==> src/design/assert_macros.svh <==
// Assertion macros shared by the file signature classifier RTL.
`ifndef ASSERT_MACROS_SVH
`define ASSERT_MACROS_SVH

// Same-cycle implication, checked on every rising clock edge out of reset.
`define FSC_ASSERT_IMP(lbl, ante, cons, msg) \
	lbl: assert property (@(posedge clk) disable iff (!arst_n) (ante) |-> (cons)) \
		else $error(msg);

// Next-cycle implication.
`define FSC_ASSERT_NXT(lbl, ante, cons, msg) \
	lbl: assert property (@(posedge clk) disable iff (!arst_n) (ante) |=> (cons)) \
		else $error(msg);

`endif

==> src/design/fsc_pkg.sv <==
// Package for the file signature classifier: constants, types and match helpers.
package fsc_pkg;

	localparam int HEAD_BYTES = 1024;
	localparam int PosW       = $clog2(HEAD_BYTES + 1);
	localparam int SigBytes   = 12;
	localparam int EmfOffset  = 40;

	typedef logic [PosW-1:0]              pos_t;
	typedef logic [SigBytes-1:0][7:0]     head_t;
	typedef logic [5:0]                   code_t;

	// Type codes
	localparam code_t T_UNKNOWN = 6'd0;
	localparam code_t T_ZIP     = 6'd1;
	localparam code_t T_CFB     = 6'd2;
	localparam code_t T_PDF     = 6'd3;
	localparam code_t T_PNG     = 6'd4;
	localparam code_t T_JPEG    = 6'd5;
	localparam code_t T_BMP     = 6'd6;
	localparam code_t T_GIF     = 6'd7;
	localparam code_t T_SVM     = 6'd8;
	localparam code_t T_RTF     = 6'd9;
	localparam code_t T_WPD     = 6'd10;
	localparam code_t T_OTF     = 6'd11;
	localparam code_t T_TTF     = 6'd12;
	localparam code_t T_WEBP    = 6'd13;
	localparam code_t T_WAVE    = 6'd14;
	localparam code_t T_AVI     = 6'd15;
	localparam code_t T_QT      = 6'd16;
	localparam code_t T_3GP     = 6'd17;
	localparam code_t T_AVIF    = 6'd18;
	localparam code_t T_HEIF    = 6'd19;
	localparam code_t T_M4A     = 6'd20;
	localparam code_t T_MP4     = 6'd21;
	localparam code_t T_TIFF    = 6'd22;
	localparam code_t T_MKV     = 6'd23;
	localparam code_t T_OGG     = 6'd24;
	localparam code_t T_FLAC    = 6'd25;
	localparam code_t T_MP3     = 6'd26;
	localparam code_t T_ICO     = 6'd27;
	localparam code_t T_JP2     = 6'd28;
	localparam code_t T_JXL     = 6'd29;
	localparam code_t T_PSD     = 6'd30;
	localparam code_t T_WMF     = 6'd31;
	localparam code_t T_EMF     = 6'd32;
	localparam code_t T_SVG     = 6'd33;

	// Characters
	localparam logic [7:0] CH_SP    = 8'h20;
	localparam logic [7:0] CH_TAB   = 8'h09;
	localparam logic [7:0] CH_CR    = 8'h0D;
	localparam logic [7:0] CH_LF    = 8'h0A;
	localparam logic [7:0] CH_LT    = 8'h3C;
	localparam logic [7:0] CH_GT    = 8'h3E;
	localparam logic [7:0] CH_QM    = 8'h3F;
	localparam logic [7:0] CH_BANG  = 8'h21;
	localparam logic [7:0] CH_DASH  = 8'h2D;
	localparam logic [7:0] CH_SLASH = 8'h2F;
	localparam logic [7:0] CH_COLON = 8'h3A;
	localparam logic [7:0] CH_S     = 8'h73;
	localparam logic [7:0] CH_V     = 8'h76;
	localparam logic [7:0] CH_G     = 8'h67;
	localparam logic [7:0] BOM_0    = 8'hEF;
	localparam logic [7:0] BOM_1    = 8'hBB;
	localparam logic [7:0] BOM_2    = 8'hBF;

	// Prefix match: pat holds byte 0 in its top eight bits; wild marks skipped bytes.
	function automatic logic sig_hit(input head_t h, input pos_t pos, input int n,
			input logic [8*SigBytes-1:0] pat, input logic [SigBytes-1:0] wild);
		logic ok;
		ok = (pos >= PosW'(n));
		for (int i = 0; i < SigBytes; i++) begin
			if (i < n && !wild[i] && h[i] != pat[8*SigBytes-1-8*i -: 8])
				ok = 1'b0;
		end
		return ok;
	endfunction

endpackage

==> src/design/fsc_svg_fsm.sv <==
// SVG root element detector: walks the prologue one byte at a time.
module fsc_svg_fsm (
	input  logic       clk,
	input  logic       arst_n,
	input  logic       step,
	input  logic       clear,
	input  logic [7:0] byte_in,
	output logic       svg_hit
);
	import fsc_pkg::*;

	localparam logic [3:0] SV_BOM0   = 4'd0;
	localparam logic [3:0] SV_BOM1   = 4'd1;
	localparam logic [3:0] SV_BOM2   = 4'd2;
	localparam logic [3:0] SV_PROLOG = 4'd3;
	localparam logic [3:0] SV_LT     = 4'd4;
	localparam logic [3:0] SV_BANG   = 4'd5;
	localparam logic [3:0] SV_BANGD  = 4'd6;
	localparam logic [3:0] SV_CMT    = 4'd7;
	localparam logic [3:0] SV_PI     = 4'd8;
	localparam logic [3:0] SV_ITEM   = 4'd9;
	localparam logic [3:0] SV_NAME   = 4'd10;
	localparam logic [3:0] SV_YES    = 4'd11;
	localparam logic [3:0] SV_NO     = 4'd12;

	logic [3:0]  st_q, st_d;
	logic [15:0] pair_q, pair_d;
	logic [1:0]  cnt_q, cnt_d, nc;
	logic        brk_q, brk_d, col_q, col_d, nb, ncol;
	logic        is_ws, is_term;
	logic [7:0]  want;

	always_comb begin
		is_ws   = byte_in == CH_SP || byte_in == CH_TAB || byte_in == CH_CR || byte_in == CH_LF;
		is_term = is_ws || byte_in == CH_SLASH || byte_in == CH_GT;
		// root name starts fresh right after the opening bracket
		nc   = (st_q == SV_LT) ? 2'd0 : cnt_q;
		nb   = (st_q == SV_LT) ? 1'b0 : brk_q;
		ncol = (st_q == SV_LT) ? 1'b0 : col_q;
		case (nc)
			2'd0:    want = CH_S;
			2'd1:    want = CH_V;
			default: want = CH_G;
		endcase
		st_d   = st_q;
		cnt_d  = cnt_q;
		brk_d  = brk_q;
		col_d  = col_q;
		pair_d = pair_q;
		if (step) begin
			pair_d = {pair_q[7:0], byte_in};
			case (st_q)
				SV_BOM0: begin
					if (byte_in == BOM_0) st_d = SV_BOM1;
					else if (is_ws) st_d = SV_PROLOG;
					else if (byte_in == CH_LT) st_d = SV_LT;
					else st_d = SV_NO;
				end
				SV_BOM1: st_d = (byte_in == BOM_1) ? SV_BOM2 : SV_NO;
				SV_BOM2: st_d = (byte_in == BOM_2) ? SV_PROLOG : SV_NO;
				SV_PROLOG: begin
					if (byte_in == CH_LT) st_d = SV_LT;
					else if (!is_ws) st_d = SV_NO;
				end
				SV_BANG, SV_BANGD: begin
					if (byte_in == CH_DASH) st_d = (st_q == SV_BANG) ? SV_BANGD : SV_CMT;
					else if (byte_in == CH_GT) st_d = SV_PROLOG;
					else st_d = SV_ITEM;
				end
				SV_CMT: begin
					if (byte_in == CH_GT && pair_q == {CH_DASH, CH_DASH}) st_d = SV_PROLOG;
				end
				SV_PI: begin
					if (byte_in == CH_GT && pair_q[7:0] == CH_QM) st_d = SV_PROLOG;
				end
				SV_ITEM: begin
					if (byte_in == CH_GT) st_d = SV_PROLOG;
				end
				SV_LT, SV_NAME: begin
					if (st_q == SV_LT && byte_in == CH_QM) st_d = SV_PI;
					else if (st_q == SV_LT && byte_in == CH_BANG) st_d = SV_BANG;
					else if (is_term) begin
						st_d = (!nb && nc == 2'd3) ? SV_YES : SV_NO;
					end else begin
						st_d  = SV_NAME;
						cnt_d = nc;
						brk_d = nb;
						col_d = ncol;
						// drop one namespace prefix up to the first colon
						if (byte_in == CH_COLON && !ncol) begin
							col_d = 1'b1;
							cnt_d = 2'd0;
							brk_d = 1'b0;
						end else if (!nb && nc != 2'd3 && byte_in == want) begin
							cnt_d = nc + 2'd1;
						end else begin
							brk_d = 1'b1;
						end
					end
				end
				SV_YES:  st_d = SV_YES;
				default: st_d = SV_NO;
			endcase
		end
	end

	assign svg_hit = (st_d == SV_YES);

	always_ff @(posedge clk or negedge arst_n) begin
		if (!arst_n) begin
			st_q   <= SV_BOM0;
			pair_q <= '0;
			cnt_q  <= '0;
			brk_q  <= 1'b0;
			col_q  <= 1'b0;
		end else if (clear) begin
			st_q   <= SV_BOM0;
			pair_q <= '0;
			cnt_q  <= '0;
			brk_q  <= 1'b0;
			col_q  <= 1'b0;
		end else begin
			st_q   <= st_d;
			pair_q <= pair_d;
			cnt_q  <= cnt_d;
			brk_q  <= brk_d;
			col_q  <= col_d;
		end
	end

endmodule

==> src/design/fsc_classify.sv <==
// Priority classifier over the captured head bytes, form tags and SVG flag.
module fsc_classify (
	input  fsc_pkg::head_t h,
	input  fsc_pkg::pos_t  pos,
	input  logic [31:0]    emf_tag,
	input  logic           svg_hit,
	output fsc_pkg::code_t code
);
	import fsc_pkg::*;

	localparam logic [11:0] NW = 12'h000;

	logic [31:0] tag;
	logic        tag_ok, emf_ok;

	always_comb begin
		tag    = {h[8], h[9], h[10], h[11]};
		tag_ok = pos >= PosW'(12);
		emf_ok = pos >= PosW'(EmfOffset + 4);
		code   = T_UNKNOWN;
		if (sig_hit(h, pos, 4, 96'h504B0304_0000000000000000, NW)) code = T_ZIP;
		else if (sig_hit(h, pos, 8, 96'hD0CF11E0A1B11AE1_00000000, NW)) code = T_CFB;
		else if (sig_hit(h, pos, 5, 96'h255044462D_00000000000000, NW)) code = T_PDF;
		else if (sig_hit(h, pos, 8, 96'h89504E470D0A1A0A_00000000, NW)) code = T_PNG;
		else if (sig_hit(h, pos, 4, 96'hFFD8FFDB_0000000000000000, NW) ||
				sig_hit(h, pos, 12, 96'hFFD8FFE000104A4649460001, NW) ||
				sig_hit(h, pos, 4, 96'hFFD8FFEE_0000000000000000, NW) ||
				sig_hit(h, pos, 12, 96'hFFD8FFE10000457869660000, 12'h030))
			code = T_JPEG;
		else if (sig_hit(h, pos, 2, 96'h424D_00000000000000000000, NW)) code = T_BMP;
		else if (sig_hit(h, pos, 6, 96'h474946383761_000000000000, NW) ||
				sig_hit(h, pos, 6, 96'h474946383961_000000000000, NW))
			code = T_GIF;
		else if (sig_hit(h, pos, 6, 96'h56434C4D5446_000000000000, NW)) code = T_SVM;
		else if (sig_hit(h, pos, 6, 96'h7B5C72746631_000000000000, NW)) code = T_RTF;
		else if (sig_hit(h, pos, 4, 96'hFF575043_0000000000000000, NW)) code = T_WPD;
		else if (sig_hit(h, pos, 4, 96'h4F54544F_0000000000000000, NW)) code = T_OTF;
		else if (sig_hit(h, pos, 4, 96'h00010000_0000000000000000, NW) ||
				sig_hit(h, pos, 4, 96'h74727565_0000000000000000, NW) ||
				sig_hit(h, pos, 4, 96'h74746366_0000000000000000, NW))
			code = T_TTF;
		else if (sig_hit(h, pos, 4, 96'h52494646_0000000000000000, NW) && tag_ok &&
				(tag == 32'h57454250 || tag == 32'h57415645 || tag == 32'h41564920)) begin
			// RIFF with a known form; an unknown form falls through
			if (tag == 32'h57454250) code = T_WEBP;
			else if (tag == 32'h57415645) code = T_WAVE;
			else code = T_AVI;
		end
		else if (sig_hit(h, pos, 8, 96'h0000000066747970_00000000, 12'h00F)) begin
			if (tag_ok && tag == 32'h71742020) code = T_QT;
			else if (tag_ok && tag[31:16] == 16'h3367) code = T_3GP;
			else if (tag_ok && (tag == 32'h61766966 || tag == 32'h61766973)) code = T_AVIF;
			else if (tag_ok && (tag[31:8] == 24'h686569 || tag[31:8] == 24'h686576 ||
					tag == 32'h6D696631 || tag == 32'h6D736631))
				code = T_HEIF;
			else if (tag_ok && (tag[31:8] == 24'h4D3441 || tag[31:8] == 24'h4D3442))
				code = T_M4A;
			else code = T_MP4;
		end
		else if (sig_hit(h, pos, 4, 96'h49492A00_0000000000000000, NW) ||
				sig_hit(h, pos, 4, 96'h4D4D002A_0000000000000000, NW))
			code = T_TIFF;
		else if (sig_hit(h, pos, 4, 96'h1A45DFA3_0000000000000000, NW)) code = T_MKV;
		else if (sig_hit(h, pos, 4, 96'h4F676753_0000000000000000, NW)) code = T_OGG;
		else if (sig_hit(h, pos, 4, 96'h664C6143_0000000000000000, NW)) code = T_FLAC;
		else if (sig_hit(h, pos, 3, 96'h494433_000000000000000000, NW) ||
				sig_hit(h, pos, 2, 96'hFFFB_00000000000000000000, NW) ||
				sig_hit(h, pos, 2, 96'hFFF3_00000000000000000000, NW) ||
				sig_hit(h, pos, 2, 96'hFFF2_00000000000000000000, NW) ||
				sig_hit(h, pos, 2, 96'hFFFA_00000000000000000000, NW))
			code = T_MP3;
		else if (sig_hit(h, pos, 4, 96'h00000100_0000000000000000, NW) ||
				sig_hit(h, pos, 4, 96'h00000200_0000000000000000, NW))
			code = T_ICO;
		else if (sig_hit(h, pos, 12, 96'h0000000C6A5020200D0A870A, NW) ||
				sig_hit(h, pos, 4, 96'hFF4FFF51_0000000000000000, NW))
			code = T_JP2;
		else if (sig_hit(h, pos, 12, 96'h0000000C4A584C200D0A870A, NW)) code = T_JXL;
		else if (sig_hit(h, pos, 4, 96'h38425053_0000000000000000, NW)) code = T_PSD;
		else if (sig_hit(h, pos, 4, 96'hD7CDC69A_0000000000000000, NW) ||
				sig_hit(h, pos, 6, 96'h010009000003_000000000000, NW) ||
				sig_hit(h, pos, 6, 96'h020009000003_000000000000, NW))
			code = T_WMF;
		else if (sig_hit(h, pos, 4, 96'h01000000_0000000000000000, NW) && emf_ok &&
				emf_tag == 32'h20454D46)
			code = T_EMF;
		else if (sig_hit(h, pos, 2, 96'hFF0A_00000000000000000000, NW)) code = T_JXL;
		else if (svg_hit) code = T_SVG;
	end

endmodule

==> src/design/file_signature_classifier.sv <==
// Top level of the file signature classifier.
// Feed the head of a file one byte per transfer (has_byte marks a real byte; only the
// empty file sends has_byte 0). The first HEAD_BYTES bytes count, later ones are
// dropped. The transfer marked last yields exactly one type_code transfer in the next
// cycle, and the block is then clear for the next file. One input transfer is taken
// each unstalled cycle: the byte goes into the capture registers and the SVG walker,
// and classification of a last transfer is a single pass of compare logic into the
// output register. in_stall rises only while a finished code waits under out_stall.
module file_signature_classifier (
	input  logic              clk,
	input  logic              arst_n,
	input  logic              in_valid,
	output logic              in_stall,
	input  logic [7:0]        head_byte,
	input  logic              has_byte,
	input  logic              last,
	output logic              out_valid,
	input  logic              out_stall,
	output logic [5:0]        type_code
);
	import fsc_pkg::*;
	`include "assert_macros.svh"

	head_t       head_q, head_n;
	logic [31:0] emf_q, emf_n;
	pos_t        pos_q, pos_n;
	logic        in_acc, keep, svg_hit;
	code_t       code_n, code_q;
	logic        out_valid_q;

	// Hold new input only while a finished code is stuck at the output.
	assign in_stall = out_valid_q && out_stall;
	assign in_acc   = in_valid && !in_stall;
	assign keep     = in_acc && has_byte && (pos_q < PosW'(HEAD_BYTES));

	// Next view of the head: the classifier sees the byte of this transfer too.
	always_comb begin
		head_n = head_q;
		emf_n  = emf_q;
		pos_n  = pos_q + PosW'(keep);
		for (int i = 0; i < SigBytes; i++) begin
			if (keep && pos_q == PosW'(i))
				head_n[i] = head_byte;
		end
		// Capture the metafile tag; the offset is a multiple of four.
		if (keep && pos_q >= PosW'(EmfOffset) && pos_q < PosW'(EmfOffset + 4))
			emf_n[31 - 8*pos_q[1:0] -: 8] = head_byte;
	end

	fsc_svg_fsm u_svg (
		.clk     (clk),
		.arst_n  (arst_n),
		.step    (keep),
		.clear   (in_acc && last),
		.byte_in (head_byte),
		.svg_hit (svg_hit)
	);

	fsc_classify u_cls (
		.h       (head_n),
		.pos     (pos_n),
		.emf_tag (emf_n),
		.svg_hit (svg_hit),
		.code    (code_n)
	);

	// Capture registers; advance on every kept byte, drop back to empty after last.
	always_ff @(posedge clk or negedge arst_n) begin
		if (!arst_n) begin
			pos_q <= '0;
		end else if (in_acc && last) begin
			pos_q <= '0;
		end else begin
			pos_q <= pos_n;
		end
	end

	always_ff @(posedge clk) begin
		head_q <= head_n;
		emf_q  <= emf_n;
		if (in_acc && last)
			code_q <= code_n;
	end

	// Output register: load on last, release once the sink takes it.
	always_ff @(posedge clk or negedge arst_n) begin
		if (!arst_n) begin
			out_valid_q <= 1'b0;
		end else if (in_acc && last) begin
			out_valid_q <= 1'b1;
		end else if (!out_stall) begin
			out_valid_q <= 1'b0;
		end
	end

	assign out_valid = out_valid_q;
	assign type_code = code_q;

	`FSC_ASSERT_NXT(a_last_gives_code, in_acc && last, out_valid, "last transfer gave no code")
	`FSC_ASSERT_NXT(a_last_clears_pos, in_acc && last, pos_q == '0, "head not cleared after last")
	`FSC_ASSERT_NXT(a_taken_drains, !in_acc && out_valid && !out_stall, !out_valid,
		"code repeated after transfer")
	`FSC_ASSERT_IMP(a_pos_bound, 1'b1, pos_q <= PosW'(HEAD_BYTES), "head count overflow")

endmodule
==> config.mk <==
export PLATFORM = sky130hd
export DESIGN_NAME = file_signature_classifier
export DESIGN_NICKNAME = d
export VERILOG_FILES = /design/src/design/fsc_pkg.sv /design/src/design/fsc_svg_fsm.sv /design/src/design/fsc_classify.sv /design/src/design/file_signature_classifier.sv
export VERILOG_INCLUDE_DIRS = /design/src /design/src/design
export SDC_FILE = /design/constraint.sdc
export NUM_CORES = 1
export LEC_CHECK = 0
export BUFFER_PORTS_ARGS = -buffer_cell sky130_fd_sc_hd__buf_2
export CAP_MARGIN = 20
export CORE_AREA = 5 5 156 158
export CTS_CLUSTER_DIAMETER = 30
export DETAILED_ROUTE_END_ITERATION = 16
export DIE_AREA = 0 0 161 163
export GPL_ROUTABILITY_DRIVEN = 0
export PLACE_DENSITY = 0.57
export SYNTH_ARGS = -nofsm -noshare
export SYNTH_HDL_FRONTEND = slang
export SYNTH_HIERARCHICAL = 1
export SYNTH_SLANG_ARGS = --single-unit
==> constraint.sdc <==
create_clock -name clk -period 5.55 [get_ports clk]
set_clock_uncertainty 0.05 [all_clocks]
set_input_delay 0 -clock clk [delete_from_list [all_inputs] [get_ports clk]]
set_output_delay 0 -clock clk [all_outputs]
set_load 0.01 [all_outputs]
# == After elaboration in Yosys (flattened, before gate mapping) ==
# Index checks and enable logic that the tools add are counted.
# Widths: inputs -> output; s select.
# totals
regBits,170
word_cells,1124
out_inout_bits,8
# classes
n_reduce_logical,84
n_lt_le_gt_ge,11
shift,2
eq_ne,187
add_sub_neg,4
muxes,812
# op_table
operator,count
$mux 1,735
$ne 8x7->1 const B,68
$eq 32x31->1 const B,8
$ne 8x8->1 const B,24
$mux 6,20
$eq 24x23->1 const B,4
$mux 8,12
$ne 8x6->1 const B,12
$mux 4,22
$eq 8x6->1 const B,9
$ne 8x4->1 const B,9
$reduce_bool 8->1,7
$eq 11x3->1 const B,4
$eq 11x4->1 const B,4
$pmux 4 s10,1
$shift 8x34->39 const A,1
$shiftx 8x34->39,1
$logic_and 1x1->1,36
$neg 32->34,1
$ge 11x3->1 const B,3
$bwmux 32,1
$eq 16x14->1 const B,2
$eq 32x30->1 const B,1
$mux 16,2
other kinds (41),113

# == Longest topological paths before layout ==
# depth
word_depth,385
ltp_mapped,17
depth_no_buf,15

# == By module ==
# Netlist, hierarchy kept.
# by_module_without_submodules
module,instances,area_each_um2,cells_each
file_signature_classifier,1,5107.4,362
fsc_classify,1,3061.7,489
fsc_svg_fsm,1,1829.3,212

# == Worst setup path before layout ==
# OpenSTA, ideal clock, no wires.
# synth_path
kind,reg-to-reg
start,"register out_valid_q, in the netlist out_valid"
end,"register code_q[1], in the netlist type_code[1] (data pin)"
period_less_slack_ps,4295
path_buffers,1
t_arrival_ps,3987
stages_incl_launch_ff,17
setup_time_ps,259
slack_ps,1255
cell_sequence,dfrtp_1 -> a21boi_2 -> and2_1 -> ha_1 -> ha_1 -> nand3_1 -> nor2_1 -> xor2_1 -> or4_1 -> buf_4 -> o21ai_0 -> or4_1 -> or4_4 -> nand4bb_1 -> o311ai_1 -> a41oi_1 -> o31a_1
# synth_between
elab_cells_between_ends,958
# synth_rtl
item,line,text
from (decl),file_signature_classifier.sv:29,logic out_valid_q;
from (signal assigned),file_signature_classifier.sv:88,out_valid_q <= 1'b0;
from (signal assigned),file_signature_classifier.sv:90,out_valid_q <= 1'b1;
from (signal assigned),file_signature_classifier.sv:92,out_valid_q <= 1'b0;
$logic_and 1x1->1 *,file_signature_classifier.sv:32,assign in_stall = out_valid_q && out_stall;
$logic_not 1->1 *,file_signature_classifier.sv:33,assign in_acc = in_valid && !in_stall;
$logic_and 1x1->1 *,file_signature_classifier.sv:33,
$logic_and 1x1->1 * (2 in a row),file_signature_classifier.sv:34,assign keep = in_acc && has_byte && (pos_q < PosW'(HEAD_BYTES));
via keep,file_signature_classifier.sv:27,"logic in_acc, keep, svg_hit;"
$add 11x1->11 *,file_signature_classifier.sv:40,pos_n = pos_q + PosW'(keep);
via pos_n[6],file_signature_classifier.sv:26,"pos_t pos_q, pos_n;"
$ge 11x4->1 / $ge 11x3->1 (equally long branches),"fsc_pkg.sv:72, fsc_classify.sv:18",
[46 not listed],n/a,
$mux 4,fsc_classify.sv:35,"else if (sig_hit(h, pos, 6, 96'h7B5C72746631_000000000000, NW)) code = T_RTF;"
$mux 4,fsc_classify.sv:34,"else if (sig_hit(h, pos, 6, 96'h56434C4D5446_000000000000, NW)) code = T_SVM;"
$mux 3,fsc_classify.sv:31,"else if (sig_hit(h, pos, 6, 96'h474946383761_000000000000, NW) ||"
$mux 3,fsc_classify.sv:30,"else if (sig_hit(h, pos, 2, 96'h424D_00000000000000000000, NW)) code = T_BMP;"
$mux 3,fsc_classify.sv:25,"else if (sig_hit(h, pos, 4, 96'hFFD8FFDB_0000000000000000, NW) ||"
$mux 3,fsc_classify.sv:24,"else if (sig_hit(h, pos, 8, 96'h89504E470D0A1A0A_00000000, NW)) code = T_PNG;"
$mux 2,fsc_classify.sv:23,"else if (sig_hit(h, pos, 5, 96'h255044462D_00000000000000, NW)) code = T_PDF;"
$mux 2,fsc_classify.sv:22,"else if (sig_hit(h, pos, 8, 96'hD0CF11E0A1B11AE1_00000000, NW)) code = T_CFB;"
to (signal assigned),file_signature_classifier.sv:82,code_q <= code_n;
to (decl),file_signature_classifier.sv:28,"code_t code_n, code_q;"
# The timed path passes the listed nets; every way through them passes the cells marked *. The select of a mux whose other input is x is not followed.
# A chain may end at the register's enable or synchronous reset.

==> results_dict.tcl <==
set metrics [dict create \
    crit_path_max_fo 10 \
    max_slew_margin_pct 39.6 \
    floorplan.rows 56 \
    timing.max_cap.violations 0 \
    setup-tns-final_ns 0 \
    holdCritPathClass "primary input to flip-flop" \
    htreeDepth 4 \
    totalPowerFinal_uw 4080 \
    avg_wl_per_cell_um 23.4 \
    simple_gate_fraction_of_synth_area_pct 35.8 \
    p_clk_share_pct 27.5 \
    number_of_inserted_filler_cells_in_the_final_layout 2213 \
    result_of_the_run "finished, final reports clean" \
    clk_pin_slew_worst_paths_ns 0.07 \
    grt_pass1_wl_mm 50.1 \
    final_hold_vio_count 0 \
    synth_compound_gate_area_share_pct 7.22 \
    ioPinCount 22 \
    worst-endpoint-required_ns 5.77 \
    worst-slew-pin-transition_ns 0.906 \
    via_count_of_the_first_global_routing_pass 8539 \
    synth.net_count 1082 \
    drt_drc_violations_left 0 \
    yosysUniqueCellTypes 85 \
    post_synth_fa_ha_maj_area_fraction_pct 0.626 \
    chipWidth_um 161 \
    worst_setup_path_end_kind "flip-flop" \
    die_area_um2 26200 \
    layout_worst_path_cycle_share_pct 91.6 \
    holdCritStartpoint "head_byte[5]" \
    cts_root_buf "clkbuf_16" \
    worst-endpoint-arrival_ns 5.31 \
    synth_warnings 6 \
    drt_iter0_markers 1242 \
    postSynth.topFlopCell "dfxtp_1" \
    highest_ir_drop_seen_on_vdd_mv 0.218 \
    io_buffer_count 21 \
    dominant_combinational_cell_family_by_area_after_synthesis "simple AND/OR/NAND/NOR gates" \
    syn-mean-instance-area_um2 9.41 \
    cp_slowest_stage_delay_ns 0.75 \
    gate_count_post_synth 1063 \
    cts_buffer_depth 2 \
    comb_power_share_pct 35.4 \
    layout.cells.most_common "dfxtp_1" \
    areaGrowthSynthToFinish_pct 9.41 \
    commonest_cells_after_routing_fill_and_taps_aside "128 x dfxtp_1, 124 x mux2_2, 71 x nand2_1" \
    timing.fmax_ghz 0.197 \
    tritoncts.num_buffers 17 \
    timing.rr.start "pos_q[4]" \
    post_layout_min_period_ns 5.08 \
    worst_hold_slack_ns 0.137 \
    tritoncts_clock_tree "done" \
    maxSlewViolCount 0 \
    post_drt_via_cell_ratio 6.52 \
    power.net_switching_uw 1610 \
    internal_power_uw 2470 \
    setup.worst_path.start_class "flip-flop" \
    power_density_nw_per_um2 373 \
    power.share.sequential_pct 37.1 \
    detail_route.first_pass.iterations 6 \
    antenna-diode-count 0 \
    nets 1090 \
    grt_start_max_net_pins 42 \
    grt-ovfl-total 0 \
    timing.critical_path.cells "nor4_2 > nand4_1 > nor2_2 > mux2_2 > nor4_1 > nand3_1 > nor4_1 > a41oi_1 > o211a_1 > a211oi_1 > nand4_1 > a21oi_1" \
    seq_area_frac_synth_pct 36.4 \
    cpMaxStageDelayCell "nor4_1" \
    mappedNetlistArea_um2 10000 \
    asyncSetResetFlopFracSynth_pct 21.2 \
    setup_viol 0 \
    post_synth_xor_area_fraction_pct 1.31 \
    hpwl_mm 22.8 \
    core_region_area_um2 23000 \
    route.antenna.remaining_nets 0 \
    layout-drive-gt1-share_pct 21.2 \
    fp.dieH_um 163 \
    yosys_register_bits 170 \
    initial_core_util_pct 43.5 \
    grt_use_total_pct 24.3 \
    clkLatencyLatePin_ns 0.43 \
    wirelength_mm 32.1 \
    grt_antenna_before_repair 0 \
    postCtsSetupRepairBufs 0 \
    grt_setup_unrepaired "no" \
    route.vias.total 8955 \
    classification_of_the_worst_setup_path "flip-flop to flip-flop" \
    synthMuxAreaShare_pct 16.1 \
    power.share.switching_pct 39.5 \
    clkSinkCount 170 \
    startpoint "pos_q[4]" \
    total_leakage_power_uw 0.00405 \
    synth_edf_count 6 \
]
## layout make-up
class,count,area (µm²),area share (%)
clock buffers,18,429,3.92
clock inverters,14,113,1.03
inverters,17,63.8,0.583
multi-input cells,830,6110,55.8
flip-flops and latches,170,3640,33.3
well taps,290,363,3.32
repair buffers,35,220,2.01
## final timing paths
path                            slack, ns                to  cells after the start
worst min-delay path                 0.14   u_svg/pair_q[5]                      3
min in group asynchronous            0.16  u_svg/pair_q[11]                      2
max in group asynchronous            4.76    u_svg/cnt_q[1]                      2
worst min register to register       0.41         emf_q[18]                      1
worst max register to register       0.47      type_code[0]                     12
worst max-delay path                 0.47      type_code[0]                     12
## metrics by stage
| stage | worst slack, ns | std cells | utilization (%) | instance area, µm² |
|---|---|---|---|---|
| after floorplan | 1.25 | 1063 | - | 10000 |
| after global placement | 0.750 | 1338 | 45.1 | 10400 |
| after detailed placement | 0.672 | 1338 | 45.1 | 10400 |
| after CTS | 0.656 | 1374 | 47.6 | 10900 |
| after global routing | 0.315 | 1374 | 47.6 | 10900 |
| final | 0.467 | 1374 | 47.6 | 10900 |
## worst max-delay path, delay by kind of cell, from the launching register on
kind,cells,cell delay [ns]
DFF,1,0.50
and+or+nand+nor,7,3.09
AOI/OAI and AO/OA,4,0.82
muxes,1,0.47
## synthesized netlist by cell type, types with 16 or more instances
cell	instances	area [µm²]
nand4b_1	16	140
nor2_1	68	255
nand2_1	71	267
o21ai_0	19	95.1
nand3_1	49	245
mux2i_1	17	170
dfxtp_1	128	2560
a21oi_1	19	95.1
nor4_1	54	338
nor4bb_1	18	180
mux2_2	124	1400
inv_1	17	63.8
dfrtp_1	36	901
nor3_1	26	130
nor2b_1	49	307
nand4_1	54	338
nor4b_1	24	210
clkbuf_1	37	139
## repair_timing
| item | in CTS | in global routing |
|---|---|---|
| setup endpoints to repair | 0 | 0 |
| hold buffers | 4 | 0 |
| hold endpoints to repair | 38 | 0 |
| gates resized for setup | 0 | 0 |
## power by group through the flow
stage                     clock [µW]  sequential (µW)  combinational, µW
after floorplan                    0             1500               1000
after global placement             0             1530               1390
after detailed placement           0             1540               1370
after CTS                       1150             1510               1380
after global routing            1200             1540               1520
final                           1120             1510               1440
## cell families after synthesis
group	after synthesis
simple gates	568
flops	170
mux	145
compound gates	97
buf+inv	63
xor+xnor	15
fa+ha+maj	5
## flip-flops by register name, summed over array words and instances, names as in the netlist
| signal | flops |
|---|---|
| type_code | 6 |
| u_svg/pair_q | 16 |
| head_q | 96 |
| u_svg/brk_q | 1 |
| u_svg/st_q | 4 |
| pos_q | 11 |
| u_svg/col_q | 1 |
| emf_q | 32 |
| u_svg/cnt_q | 2 |
| out_valid | 1 |
## metal layers
layer  global-route usage, %  routed length [µm]
met1                    33.2               14300
met2                    38.4               14200
met4                    9.27                1240
met3                    4.66                2390
met5                       0                   0
Note: power is estimated with default switching activity, not from simulation.
